[src/hdl/cac_pkg.sv]
// Shared types, constants and helpers for the color adjust chain.
package cac_pkg;

  localparam int CH_W      = 8;
  localparam int CH_N      = 3;
  localparam int BRIGHT_W  = 9;
  localparam int LEVEL_W   = 8;
  localparam int TEMP_W    = 8;
  localparam int CFG_W     = 9;
  localparam int CFG_IDX_W = 2;
  localparam int SAT_W     = 14;

  // Channel positions inside a beat.
  localparam int RED = 0;
  localparam int GRN = 1;
  localparam int BLU = 2;

  // Constant bias that the temperature stage adds to green and blue.
  localparam int TEMP_BIAS = 10;

  typedef logic [CH_W-1:0] chan_t;

  typedef struct packed {
    chan_t red_in;
    chan_t green_in;
    chan_t blue_in;
  } in_pix_t;

  typedef struct packed {
    chan_t red_out;
    chan_t green_out;
    chan_t blue_out;
  } out_pix_t;

  // One pipeline beat: a valid bit and the three channels.
  typedef struct packed {
    logic                       valid;
    logic [CH_N-1:0][CH_W-1:0]  ch;
  } beat_t;

  typedef enum logic [CFG_IDX_W-1:0] {
    CFG_BRIGHT   = 2'd0,
    CFG_CONTRAST = 2'd1,
    CFG_TEMP     = 2'd2
  } cfg_idx_t;

  // Limits a signed intermediate value to the channel range 0..255.
  function automatic chan_t sat_chan(input logic signed [SAT_W-1:0] v);
    logic signed [SAT_W-1:0] top;
    top = SAT_W'((1 << CH_W) - 1);
    if (v < 0) begin
      return '0;
    end else if (v > top) begin
      return '1;
    end
    return v[CH_W-1:0];
  endfunction

endpackage

[src/hdl/color_adjust_chain.sv]
// Top level of the color adjust chain: settings registers and the pixel pipeline.
//
// This block takes one RGB pixel request per clock and returns one adjusted pixel
// per request, in request order, after the brightness stage, the contrast steps
// (gain-square multiply, mid-grey offset and range check, reciprocal multiply for
// the divide by 20000) and the temperature steps (numerator build, then
// reciprocal divide and clamp). A request is taken at every rising edge where start
// is high and busy is low; busy is high only while reset is asserted, so a full
// stream of one pixel per clock is sustained. Each result appears for exactly one
// cycle with out_strobe high and cannot be held off, so the receiver must take it
// in that cycle. Settings are written through cfg_we, cfg_index and cfg_data and
// should only change while no pixel is in flight; an index beyond the three
// registers is ignored. Data that is wider than a register is cut to its width and
// read as two's complement.
module color_adjust_chain (
  input  logic                              clk,
  input  logic                              rst_n,
  input  logic                              start,
  output logic                              busy,
  input  cac_pkg::in_pix_t                  in_pix,
  output logic                              out_strobe,
  output cac_pkg::out_pix_t                 out_pix,
  input  logic                              cfg_we,
  input  logic [cac_pkg::CFG_IDX_W-1:0]     cfg_index,
  input  logic [cac_pkg::CFG_W-1:0]         cfg_data
);

  // Settings registers, all reset to zero.
  logic signed [cac_pkg::BRIGHT_W-1:0] bright_r;
  logic signed [cac_pkg::LEVEL_W-1:0]  contrast_r;
  logic signed [cac_pkg::TEMP_W-1:0]   temp_r;

  always_ff @(posedge clk) begin
    if (!rst_n) begin
      bright_r   <= '0;
      contrast_r <= '0;
      temp_r     <= '0;
    end else if (cfg_we) begin
      unique case (cfg_index)
        cac_pkg::CFG_BRIGHT:   bright_r   <= cfg_data[cac_pkg::BRIGHT_W-1:0];
        cac_pkg::CFG_CONTRAST: contrast_r <= cfg_data[cac_pkg::LEVEL_W-1:0];
        cac_pkg::CFG_TEMP:     temp_r     <= cfg_data[cac_pkg::TEMP_W-1:0];
        default: ;
      endcase
    end
  end

  // The pipeline never stalls, so requests are refused only during reset.
  assign busy = ~rst_n;

  cac_pkg::beat_t beat_in;
  cac_pkg::beat_t beat_br;
  cac_pkg::beat_t beat_ct;

  assign beat_in.valid            = start & ~busy;
  assign beat_in.ch[cac_pkg::RED] = in_pix.red_in;
  assign beat_in.ch[cac_pkg::GRN] = in_pix.green_in;
  assign beat_in.ch[cac_pkg::BLU] = in_pix.blue_in;

  cac_bright u_bright (
    .clk      (clk),
    .rst_n    (rst_n),
    .beat_i   (beat_in),
    .offset_i (bright_r),
    .beat_o   (beat_br)
  );

  cac_contrast u_contrast (
    .clk     (clk),
    .rst_n   (rst_n),
    .beat_i  (beat_br),
    .level_i (contrast_r),
    .beat_o  (beat_ct)
  );

  cac_temper u_temper (
    .clk     (clk),
    .rst_n   (rst_n),
    .beat_i  (beat_ct),
    .shift_i (temp_r),
    .valid_o (out_strobe),
    .pix_o   (out_pix)
  );

  // Every accepted request leaves the pipeline as a result strobe, and nothing else does.
  a_latency: assert property (@(posedge clk) disable iff (!rst_n)
    out_strobe == $past(start && !busy, 6))
    else $error("result strobe does not match request six cycles earlier");

  // The temperature stage always adds a positive bias to blue.
  a_blue_floor: assert property (@(posedge clk) disable iff (!rst_n)
    out_strobe |-> (out_pix.blue_out >= 8'd2))
    else $error("blue result below the temperature bias floor");

  // With a warm or neutral setting, green and blue gain at least the full bias.
  a_warm_floor: assert property (@(posedge clk) disable iff (!rst_n)
    (out_strobe && !temp_r[cac_pkg::TEMP_W-1]) |->
      (out_pix.green_out >= 8'(cac_pkg::TEMP_BIAS) &&
       out_pix.blue_out >= 8'(cac_pkg::TEMP_BIAS)))
    else $error("warm setting result below the temperature bias");

endmodule

[src/hdl/cac_bright.sv]
// Brightness stage: adds the signed offset to each channel and clamps.
module cac_bright (
  input  logic                                  clk,
  input  logic                                  rst_n,
  input  cac_pkg::beat_t                        beat_i,
  input  logic signed [cac_pkg::BRIGHT_W-1:0]   offset_i,
  output cac_pkg::beat_t                        beat_o
);

  localparam int SW = cac_pkg::SAT_W;
  localparam int CW = cac_pkg::CH_W;

  logic                                          valid_r;
  logic [cac_pkg::CH_N-1:0][cac_pkg::CH_W-1:0]   ch_r;
  logic [cac_pkg::CH_N-1:0][cac_pkg::CH_W-1:0]   ch_nxt;

  always_comb begin
    for (int i = 0; i < cac_pkg::CH_N; i++) begin
      ch_nxt[i] = cac_pkg::sat_chan($signed({{(SW-CW){1'b0}}, beat_i.ch[i]}) + SW'(offset_i));
    end
  end

  always_ff @(posedge clk) begin
    if (!rst_n) begin
      valid_r <= 1'b0;
    end else begin
      valid_r <= beat_i.valid;
    end
  end

  always_ff @(posedge clk) begin
    ch_r <= ch_nxt;
  end

  assign beat_o.valid = valid_r;
  assign beat_o.ch    = ch_r;

endmodule

[src/hdl/cac_contrast.sv]
// Contrast stage: three pipeline steps of (2v-255)*k^2 + 2550000, then /20000.
module cac_contrast (
  input  logic                                  clk,
  input  logic                                  rst_n,
  input  cac_pkg::beat_t                        beat_i,
  input  logic signed [cac_pkg::LEVEL_W-1:0]    level_i,
  output cac_pkg::beat_t                        beat_o
);

  localparam int N  = cac_pkg::CH_N;
  localparam int CW = cac_pkg::CH_W;
  localparam int PW = 27;              // product and offset sum width
  localparam int MW = 18;              // numerator after dropping the five low bits
  localparam int RW = 19;              // reciprocal width
  localparam int DSHIFT = 28;          // 2^28/625 reciprocal, exact for numerators < 2^18
  localparam logic [RW-1:0] DRECIP = RW'(429497);
  localparam logic signed [PW-1:0] MID_N = PW'(2550000);
  localparam logic signed [PW-1:0] SAT_N = PW'(5100000);
  localparam logic [15:0] K2_RESET = 16'd10000;

  // Gain square, derived from the level register.
  logic signed [8:0]  k;
  logic signed [17:0] kk;
  logic [15:0]        k2_r;

  assign k  = 9'sd100 + 9'(level_i);
  assign kk = k * k;

  always_ff @(posedge clk) begin
    if (!rst_n) begin
      k2_r <= K2_RESET;
    end else begin
      k2_r <= kk[15:0];
    end
  end

  // Step A: signed product.
  logic                 va_r;
  logic signed [PW-1:0] pa_r   [N];
  logic signed [PW-1:0] pa_nxt [N];

  always_comb begin
    for (int i = 0; i < N; i++) begin
      pa_nxt[i] = ($signed({1'b0, beat_i.ch[i], 1'b0}) - 10'sd255) * $signed({1'b0, k2_r});
    end
  end

  // Step B: add mid grey, flag the clamped cases, keep the numerator for division.
  logic                 vb_r;
  logic                 zb_r   [N];
  logic                 sb_r   [N];
  logic [MW-1:0]        mb_r   [N];
  logic signed [PW-1:0] n      [N];

  always_comb begin
    for (int i = 0; i < N; i++) begin
      n[i] = pa_r[i] + MID_N;
    end
  end

  // Step C: reciprocal multiply and final clamp.
  logic                        vc_r;
  logic [N-1:0][CW-1:0]        chc_r;
  logic [N-1:0][CW-1:0]        chc_nxt;
  logic [MW+RW-1:0]            prod [N];

  always_comb begin
    for (int i = 0; i < N; i++) begin
      prod[i] = {{RW{1'b0}}, mb_r[i]} * {{MW{1'b0}}, DRECIP};
      if (zb_r[i]) begin
        chc_nxt[i] = '0;
      end else if (sb_r[i]) begin
        chc_nxt[i] = '1;
      end else begin
        chc_nxt[i] = prod[i][DSHIFT+CW-1:DSHIFT];
      end
    end
  end

  always_ff @(posedge clk) begin
    if (!rst_n) begin
      va_r <= 1'b0;
      vb_r <= 1'b0;
      vc_r <= 1'b0;
    end else begin
      va_r <= beat_i.valid;
      vb_r <= va_r;
      vc_r <= vb_r;
    end
  end

  always_ff @(posedge clk) begin
    for (int i = 0; i < N; i++) begin
      pa_r[i] <= pa_nxt[i];
      zb_r[i] <= n[i][PW-1];
      sb_r[i] <= (n[i] >= SAT_N);
      mb_r[i] <= n[i][MW+4:5];
    end
    chc_r <= chc_nxt;
  end

  assign beat_o.valid = vc_r;
  assign beat_o.ch    = chc_r;

endmodule

[src/hdl/cac_temper.sv]
// Temperature stage: per-channel offset, division of red and green by a small constant, clamp.
module cac_temper (
  input  logic                                  clk,
  input  logic                                  rst_n,
  input  cac_pkg::beat_t                        beat_i,
  input  logic signed [cac_pkg::TEMP_W-1:0]     shift_i,
  output logic                                  valid_o,
  output cac_pkg::out_pix_t                     pix_o
);

  localparam int SW = cac_pkg::SAT_W;
  localparam int XW = 14;
  localparam int AW = 13;
  localparam int QW = 10;
  // Reciprocals: 2^15/10 and 2^16/13 rounded up, exact over the numerator range.
  localparam logic [11:0] R10 = 12'd3277;
  localparam int          S10 = 15;
  localparam logic [12:0] R13 = 13'd5042;
  localparam int          S13 = 16;
  localparam logic [5:0]  R18 = 6'd57;
  localparam int          S18 = 10;
  localparam logic [4:0]  BIAS = 5'(cac_pkg::TEMP_BIAS);

  // Offsets that depend on the setting only.
  logic                 neg;
  logic signed [AW-1:0] t13;
  logic signed [AW-1:0] radd;
  logic signed [AW-1:0] gadd;
  logic signed [8:0]    tn;
  logic [12:0]          t18;
  logic [4:0]           badd;

  always_comb begin
    neg  = shift_i[cac_pkg::TEMP_W-1];
    t13  = AW'(shift_i);
    tn   = -(9'(shift_i));
    t18  = {6'b0, shift_i[6:0]} * {7'b0, R18};
    if (neg) begin
      radd = t13 * 13'sd19;
      gadd = t13 * 13'sd10 + 13'sd130;
      badd = BIAS - tn[8:4];
    end else begin
      radd = t13 * 13'sd18 + 13'sd100;
      gadd = t13 * 13'sd13 + 13'sd130;
      badd = BIAS + 5'(t18[12:S18]);
    end
  end

  // Step one: numerators and the blue sum.
  logic                 v1_r;
  logic signed [XW-1:0] xr_r;
  logic signed [XW-1:0] xg_r;
  logic [8:0]           xb_r;

  // Step two: divide, clamp, output register.
  logic                 v2_r;
  cac_pkg::out_pix_t    pix_r;
  cac_pkg::out_pix_t    pix_nxt;
  logic [24:0]          pr;
  logic [25:0]          pg;
  logic [QW-1:0]        qr;
  logic [QW-1:0]        qg;

  always_comb begin
    pr = {12'b0, xr_r[12:0]} * {13'b0, R10};
    pg = {13'b0, xg_r[12:0]} * {13'b0, R13};
    qr = pr[S10+QW-1:S10];
    qg = pg[S13+QW-1:S13];
    pix_nxt.red_out   = xr_r[XW-1] ? '0 : cac_pkg::sat_chan(SW'(qr));
    pix_nxt.green_out = xg_r[XW-1] ? '0 : cac_pkg::sat_chan(SW'(qg));
    pix_nxt.blue_out  = cac_pkg::sat_chan(SW'(xb_r));
  end

  always_ff @(posedge clk) begin
    if (!rst_n) begin
      v1_r <= 1'b0;
      v2_r <= 1'b0;
    end else begin
      v1_r <= beat_i.valid;
      v2_r <= v1_r;
    end
  end

  always_ff @(posedge clk) begin
    xr_r  <= $signed({2'b0, beat_i.ch[cac_pkg::RED], 3'b0})
           + $signed({4'b0, beat_i.ch[cac_pkg::RED], 1'b0}) + XW'(radd);
    xg_r  <= $signed({2'b0, beat_i.ch[cac_pkg::GRN], 3'b0})
           + $signed({3'b0, beat_i.ch[cac_pkg::GRN], 2'b0})
           + $signed({5'b0, beat_i.ch[cac_pkg::GRN]}) + XW'(gadd);
    xb_r  <= {1'b0, beat_i.ch[cac_pkg::BLU]} + {4'b0, badd};
    pix_r <= pix_nxt;
  end

  assign valid_o = v2_r;
  assign pix_o   = pix_r;

endmodule
[config.mk]
export PLATFORM = sky130hd
export DESIGN_NAME = color_adjust_chain
export DESIGN_NICKNAME = d
export VERILOG_FILES = /design/src/hdl/cac_pkg.sv /design/src/hdl/color_adjust_chain.sv /design/src/hdl/cac_bright.sv /design/src/hdl/cac_contrast.sv /design/src/hdl/cac_temper.sv
export SDC_FILE = /design/constraint.sdc
export NUM_CORES = 2
export LEC_CHECK = 0
export ABC_CLOCK_PERIOD_IN_PS = 7750
export BUFFER_PORTS_ARGS = -buffer_cell sky130_fd_sc_hd__buf_2
export CORE_MARGIN = 2
export CORE_UTILIZATION = 46
export DETAILED_ROUTE_END_ITERATION = 16
export GPL_ROUTABILITY_DRIVEN = 0
export SKIP_LAST_GASP = 1
export SLEW_MARGIN = 20
export SYNTH_ARGS = -nofsm -noshare
export SYNTH_HDL_FRONTEND = slang
export SYNTH_SLANG_ARGS = --single-unit
[constraint.sdc]
create_clock -name clk -period 7.75 [get_ports clk]
set_input_delay 0 -clock clk [delete_from_list [all_inputs] [get_ports clk]]
set_output_delay 0 -clock clk [all_outputs]
set_load 0.02 [all_outputs]
# --- After elaboration in Yosys (flattened, before gate mapping) ---
# Memory sizes are Yosys's and may differ from the RTL's.
# Cells that the tools add are included.
totals:
  ff_bits: 156
  ramBits: 141
  input_bits: 39
  elab_cells: 112
  n_memories: 4
classes:
  add_sub_neg: 22
  n_mul: 14
  order_cmp: 12
  eq_ne: 2
  mux: 30
  bitwise_logic: 2
  n_reduce_logical: 4
mem_list:
  columns: ["name", "depth", "word_bits", "read_ports", "rd_clocked_by_memory_dff", "write_ports", "line", "rtl"]
  rows:
  - ["u_contrast.pa_r", 3, 27, 3, 0, 3, "cac_contrast.sv:39", "logic signed [PW-1:0] pa_r [N];"]
  - ["u_contrast.mb_r", 3, 18, 3, 0, 3, "cac_contrast.sv:52", "logic [MW-1:0] mb_r [N];"]
  - ["u_contrast.sb_r", 3, 1, 3, 0, 3, "cac_contrast.sv:51", "logic sb_r [N];"]
  - ["u_contrast.zb_r", 3, 1, 3, 0, 3, "cac_contrast.sv:50", "logic zb_r [N];"]
ops:
  columns: ["operator", "count"]
  rows:
  - ["2-to-1 mux 8 bit", 18]
  - ["multiplier 18 x 19 -> 36 bit, second input constant", 3]
  - ["adder 27 x 23 -> 27 bit, second input constant", 3]
  - ["greater-or-equal comparator 27 x 24 -> 1 bit, second input constant", 3]
  - ["multiplier 27 x 17 -> 27 bit", 3]
  - ["multiplier 13 x 12 -> 25 bit, second input constant", 2]
  - ["adder 9 x 9 -> 10 bit", 3]
  - ["greater-than comparator 10 x 9 -> 1 bit, second input constant", 3]
  - ["< comparator 10 x 1 -> 1 bit, second input constant", 3]
  - ["subtractor 9 x 8 -> 10 bit, second input constant", 3]
  - ["adder 13 x 9 -> 13 bit, second input constant", 2]
  - ["2-to-1 mux 13 bit", 2]
  - ["greater-than comparator 10 x 8 -> 1 bit, second input constant", 2]
  - ["multiplier 9 x 9 -> 16 bit", 1]
  - ["adder 13 x 13 -> 14 bit", 1]
  - ["adder 14 x 13 -> 14 bit", 1]
  - ["adder 14 x 9 -> 14 bit", 1]
  - ["adder 13 x 8 -> 13 bit, second input constant", 1]
  - ["multiplier 7 x 6 -> 13 bit, second input constant", 1]
  - ["multiplier 8 x 5 -> 13 bit, second input constant", 1]
  - ["multiplier 8 x 6 -> 13 bit, second input constant", 1]
  - ["adder 11 x 10 -> 12 bit", 1]
  - ["adder 11 x 9 -> 12 bit", 1]
  - ["multiplier 8 x 4 -> 12 bit, second input constant", 1]
  - ["15 further kinds", 25]

# --- Depth between registers and ports, before layout ---
depth:
  ltp_word: 5
  depth_mapped: 24
  depth_no_buf: 24

# --- Hierarchy ---
# Synthesis repeated with hierarchy kept, for this count alone.
hier_totals:
  cells_unflattened: 5770
  hier_area_um2: 54463.5
by_module_without_submodules:
  columns: ["module", "n_inst", "cells_per_inst", "area_per_inst_um2", "seq_area_each_um2"]
  rows:
  - ["cac_contrast", 1, 4225, 40034.6, 3623.5]
  - ["cac_temper", 1, 1228, 11583.6, 1261.2]
  - ["cac_bright", 1, 221, 1890.6, 500.5]
  - ["color_adjust_chain", 1, 96, 954.7, 500.5]

# --- Worst setup path after synthesis ---
# OpenSTA, ideal clock, no wires.
synth_path:
  path_kind: "register to register"
  from: "register u_contrast.k2_r[14]"
  to: "memory u_contrast.pa_r[2][26], in the netlist u_contrast.pa_r[0][80]"
  t_arrival_ps: 5576
  required_ps: 7678
  slack_ps: 2101
  stages_incl_launch_ff: 21
  path_buffers: 2
  cell_sequence: "dfxtp_1 > clkbuf_1 > clkbuf_1 > nand2_1 > fa_1 > inv_1 > fa_1 > inv_1 > fa_1 > fa_1 > inv_1 > fa_1 > ha_1 > a2111oi_2 > o21a_1 > a21oi_1 > a311oi_1 > a21oi_1 > a211o_1 > a21oi_1 > xnor2_1"
synth_rtl:
  columns: ["element", "line", "rtl"]
  rows:
  - ["from (decl)", "cac_contrast.sv:24", "logic [15:0] k2_r;"]
  - ["from (signal assigned)", "cac_contrast.sv:33", "k2_r <= kk[15:0];"]
  - ["to (decl)", "cac_contrast.sv:39", null]

==> impl_metrics.csv <==
group,metric,value,unit
sta,fmax,153,MHz
flow_run,cap_violations,0,
yosys,synth_cells,5522,
worst_setup_path,crit_slowest_cell,"dfxtp_1",
yosys,ys_ff_latch,294,
cts,cts_resized,0,
min_path,hold_path_class,"in2reg",
sta,hold_viol_final,0,
global_route,grt_use_met2,0.341,
cts,cts_root_buf,"clkbuf_16",
die,start_util,0.463,
worst_setup_path,cp.depth,19,
die,fp.dieArea,119000,um2
cts,clockBufferDepth,3,
global_route,grt-busiest-layer,"met2",
die,fp.dieW,345,um
drt,drc,0,
worst_setup_path,reg2reg_from,"u_contrast.mb_r[0][25]",
sta,maxSlewHeadroom,0.423,
yosys,postSynth.asyncResetShare,0,
final_layout,layout_commonest_cell,"inv_1",
cts,cts-buffers-inserted,39,
final_layout,drive_above_1_share,0.0424,
drt,num_vias,36200,
min_path,holdPathEnd,"u_bright.beat_o[14]",
sta,min_period,6520,ps
yosys,synth_top_area_frac,0.327,
worst_setup_path,rrSetupSlack,1230,ps
sta,clock_skew,20.9,ps
final_layout,ff_latch_area,5890,um2
min_path,hold_path_depth,4,
drt,wl,116,mm
sta,fin_setup_tns,0,ps
worst_setup_path,crit_path_frequent_cell,"fa_1",
global_route,met3_usage,0.0414,
worst_setup_path,cp-end-kind,"flip-flop",
global_route,grt_pass1_vias,38700,
cts,clock-sinks,294,
sta,period_share,0.842,
cts,cts_setup_buffers,0,
worst_setup_path,cp.arrival,6980,ps
yosys,synth-edff-count,0,
sta,slew_violations,0,
final_layout,nNetsFinal,7559,
cts,htreeDepth,2,
yosys,yosysWarnings,0,
worst_setup_path,path_buf_inv,4,
final_layout,multi_input_area,42800,um2
yosys,yosys.area.top_type,"fa_1",
yosys,ys.flop_type,"dfxtp_1",
yosys,yosys-top-cells-area,"fa_1 (33%), ha_1 (24%), dfxtp_1 (11%)",
global_route,antenna_found_initial,5,
global_route,grt_max_degree,48,
cts,cts_hold_buf,43,
sta,worst_pin_slew,864,ps
drt,drtIter0Drc,1642,
die,core-area,116000,um2
placement,hpwl,99.1,mm
placement,numPortBuffers,64,
yosys,synth_area_per_cell,9.71,um2
final_layout,fill_cells,10800,
cts,clk_latency,590,ps
drt,wl_per_cell,16.2,um
global_route,grt_pass1_wl,197,mm
worst_setup_path,worst-path-max-fanout,7,
yosys,syn-cell-area,53600,um2
min_path,worstHoldStart,"in_pix[14]",
die,die_h,345,um
sta,setup_viol,0,
worst_setup_path,start_kind,"flip-flop",
die,rows,125,
final_layout,area_growth,7.02,%
global_route,grt-ovfl-total,0,
worst_setup_path,worstPathCellList,"inv_1 > ha_1 > inv_1 > fa_1 > fa_1 > inv_1 > fa_1 > inv_1 > fa_1 > fa_1 > ha_1 > a21o_1 > a21oi_1 > o211ai_1 > a31oi_1 > nor3_1 > nor3_2 > a21oi_1 > a2111oi_0",
drt,dr.pass1.iters,5,
worst_setup_path,path_class,"reg2reg",
global_route,met1_usage,0.270,
worst_setup_path,slowest_delay,560,ps
die,io_pins,65,
final_layout,mostFrequentLayoutCells,"inv_1 (1,216), ha_1 (1,038), fa_1 (875)",
yosys,synth_cell_type_count,93,
drt,antenna_left,0,
sta,rsz0062_at_grt,"false",
drt,vias_per_cell,5.06,
worst_setup_path,timing.rr.end,"u_contrast.beat_o[13]",
worst_setup_path,worstRegToRegCells,19,
worst_setup_path,cp.required,8200,ps
outcome,status,"complete, no violations",
cts,cts_tree,"yes",
worst_setup_path,cp_top_family,"adder cells",
yosys,yosysSeqAreaShare,0.110,
global_route,grt_usage,0.203,
cts,path_clk_slew,70,ps
state kept, by name, summed over array words and instances, names as in the netlist, 3 cells and up:
name,flops
u_temper.xb_r,9
u_contrast.beat_o,24
u_temper.xg_r,14
u_temper.pix_o,24
u_contrast.sb_r,3
u_temper.xr_r,14
u_contrast.zb_r,3
u_contrast.k2_r,15
u_bright.beat_o,24
u_contrast.mb_r,54
temp_r,8
bright_r,9
contrast_r,8
u_contrast.pa_r,79
worst max path at each step:
stage,startpoint,to,slack [ps]
finish,u_contrast.mb_r[0][25],u_contrast.beat_o[13],1230
floorplan,u_contrast.k2_r[14],u_contrast.pa_r[0][80],2100
global placement,u_contrast.mb_r[0][25],u_contrast.beat_o[13],1280
global route,u_contrast.mb_r[0][25],u_contrast.beat_o[13],730
detailed placement,u_contrast.mb_r[0][25],u_contrast.beat_o[13],1160
CTS,u_contrast.mb_r[0][25],u_contrast.beat_o[13],1140
routing by layer:
metal  vias to the layer above  wire [um]
li1                      17700          -
met1                     17800      53000
met2                       563      54900
met3                       131       6280
met4                         6       2150
met5                         -         40
final cells by class:
| type | count | area share |
|---|---|---|
| clock inverters | 19 | 0.00279 |
| multi-input cells | 3926 | 0.747 |
| flip-flops and latches | 294 | 0.103 |
| inverters | 1217 | 0.0796 |
| diodes | 2 | 0.0000872 |
| well taps | 1524 | 0.0332 |
| repair buffers | 129 | 0.0160 |
| clock buffers | 51 | 0.0190 |
logic make-up (layout without fill, tap and decap cells):
group / Yosys count / count (layout) / synth area share
adders and majority gates: 1914 / 1914 / 0.569
buffers and inverters: 1313 / 1416 / 0.0920
and+or+nand+nor: 1008 / 1008 / 0.0927
AOI/OAI and AO/OA: 664 / 664 / 0.0818
DFF: 294 / 294 / 0.110
xor gates and xnor gates: 293 / 293 / 0.0479
muxes: 34 / 34 / 0.00644
other: 2 / 15 / 0.000140
cell usage after synthesis, types with 18 or more instances:
library cell	instances
o21ai_0	100
xnor2_1	216
or2_2	54
xor2_1	77
o21bai_1	45
nand3_1	52
and2_1	167
nor3_1	48
nor2b_1	44
o21a_1	62
a21o_1	88
clkbuf_1	84
ha_1	1038
a21oi_1	214
inv_1	1216
dfxtp_1	294
and3_1	20
mux2i_1	33
nand2_1	332
nand2b_1	23
nor2_1	191
fa_1	875
a211oi_1	18
worst min-delay path: cells and delay by family:
family | cells | cell delay, ps
fa+ha+maj | 1 | 170
buf+inv | 1 | 80
compound gates | 1 | 230
xor+xnor | 1 | 90
metrics by stage:
| step | area, um2 | setup WS, ps | instances | hold WS (ps) | util |
|---|---|---|---|---|---|
| global placement | 55700 | 1280 | 7047 | 231 | 0.480 |
| detailed placement | 55700 | 1160 | 7047 | 227 | 0.480 |
| CTS | 57400 | 1140 | 7160 | 10.1 | 0.495 |
| finish | 57400 | 1230 | 7162 | 51.4 | 0.495 |
| floorplan | 53600 | 2100 | 5533 | 73.0 | - |
| global route | 57400 | 726 | 7160 | 69.7 | 0.495 |
Power is not shown: default switching activity piles up to over one toggle a cycle in this logic, so the estimate is an artifact.
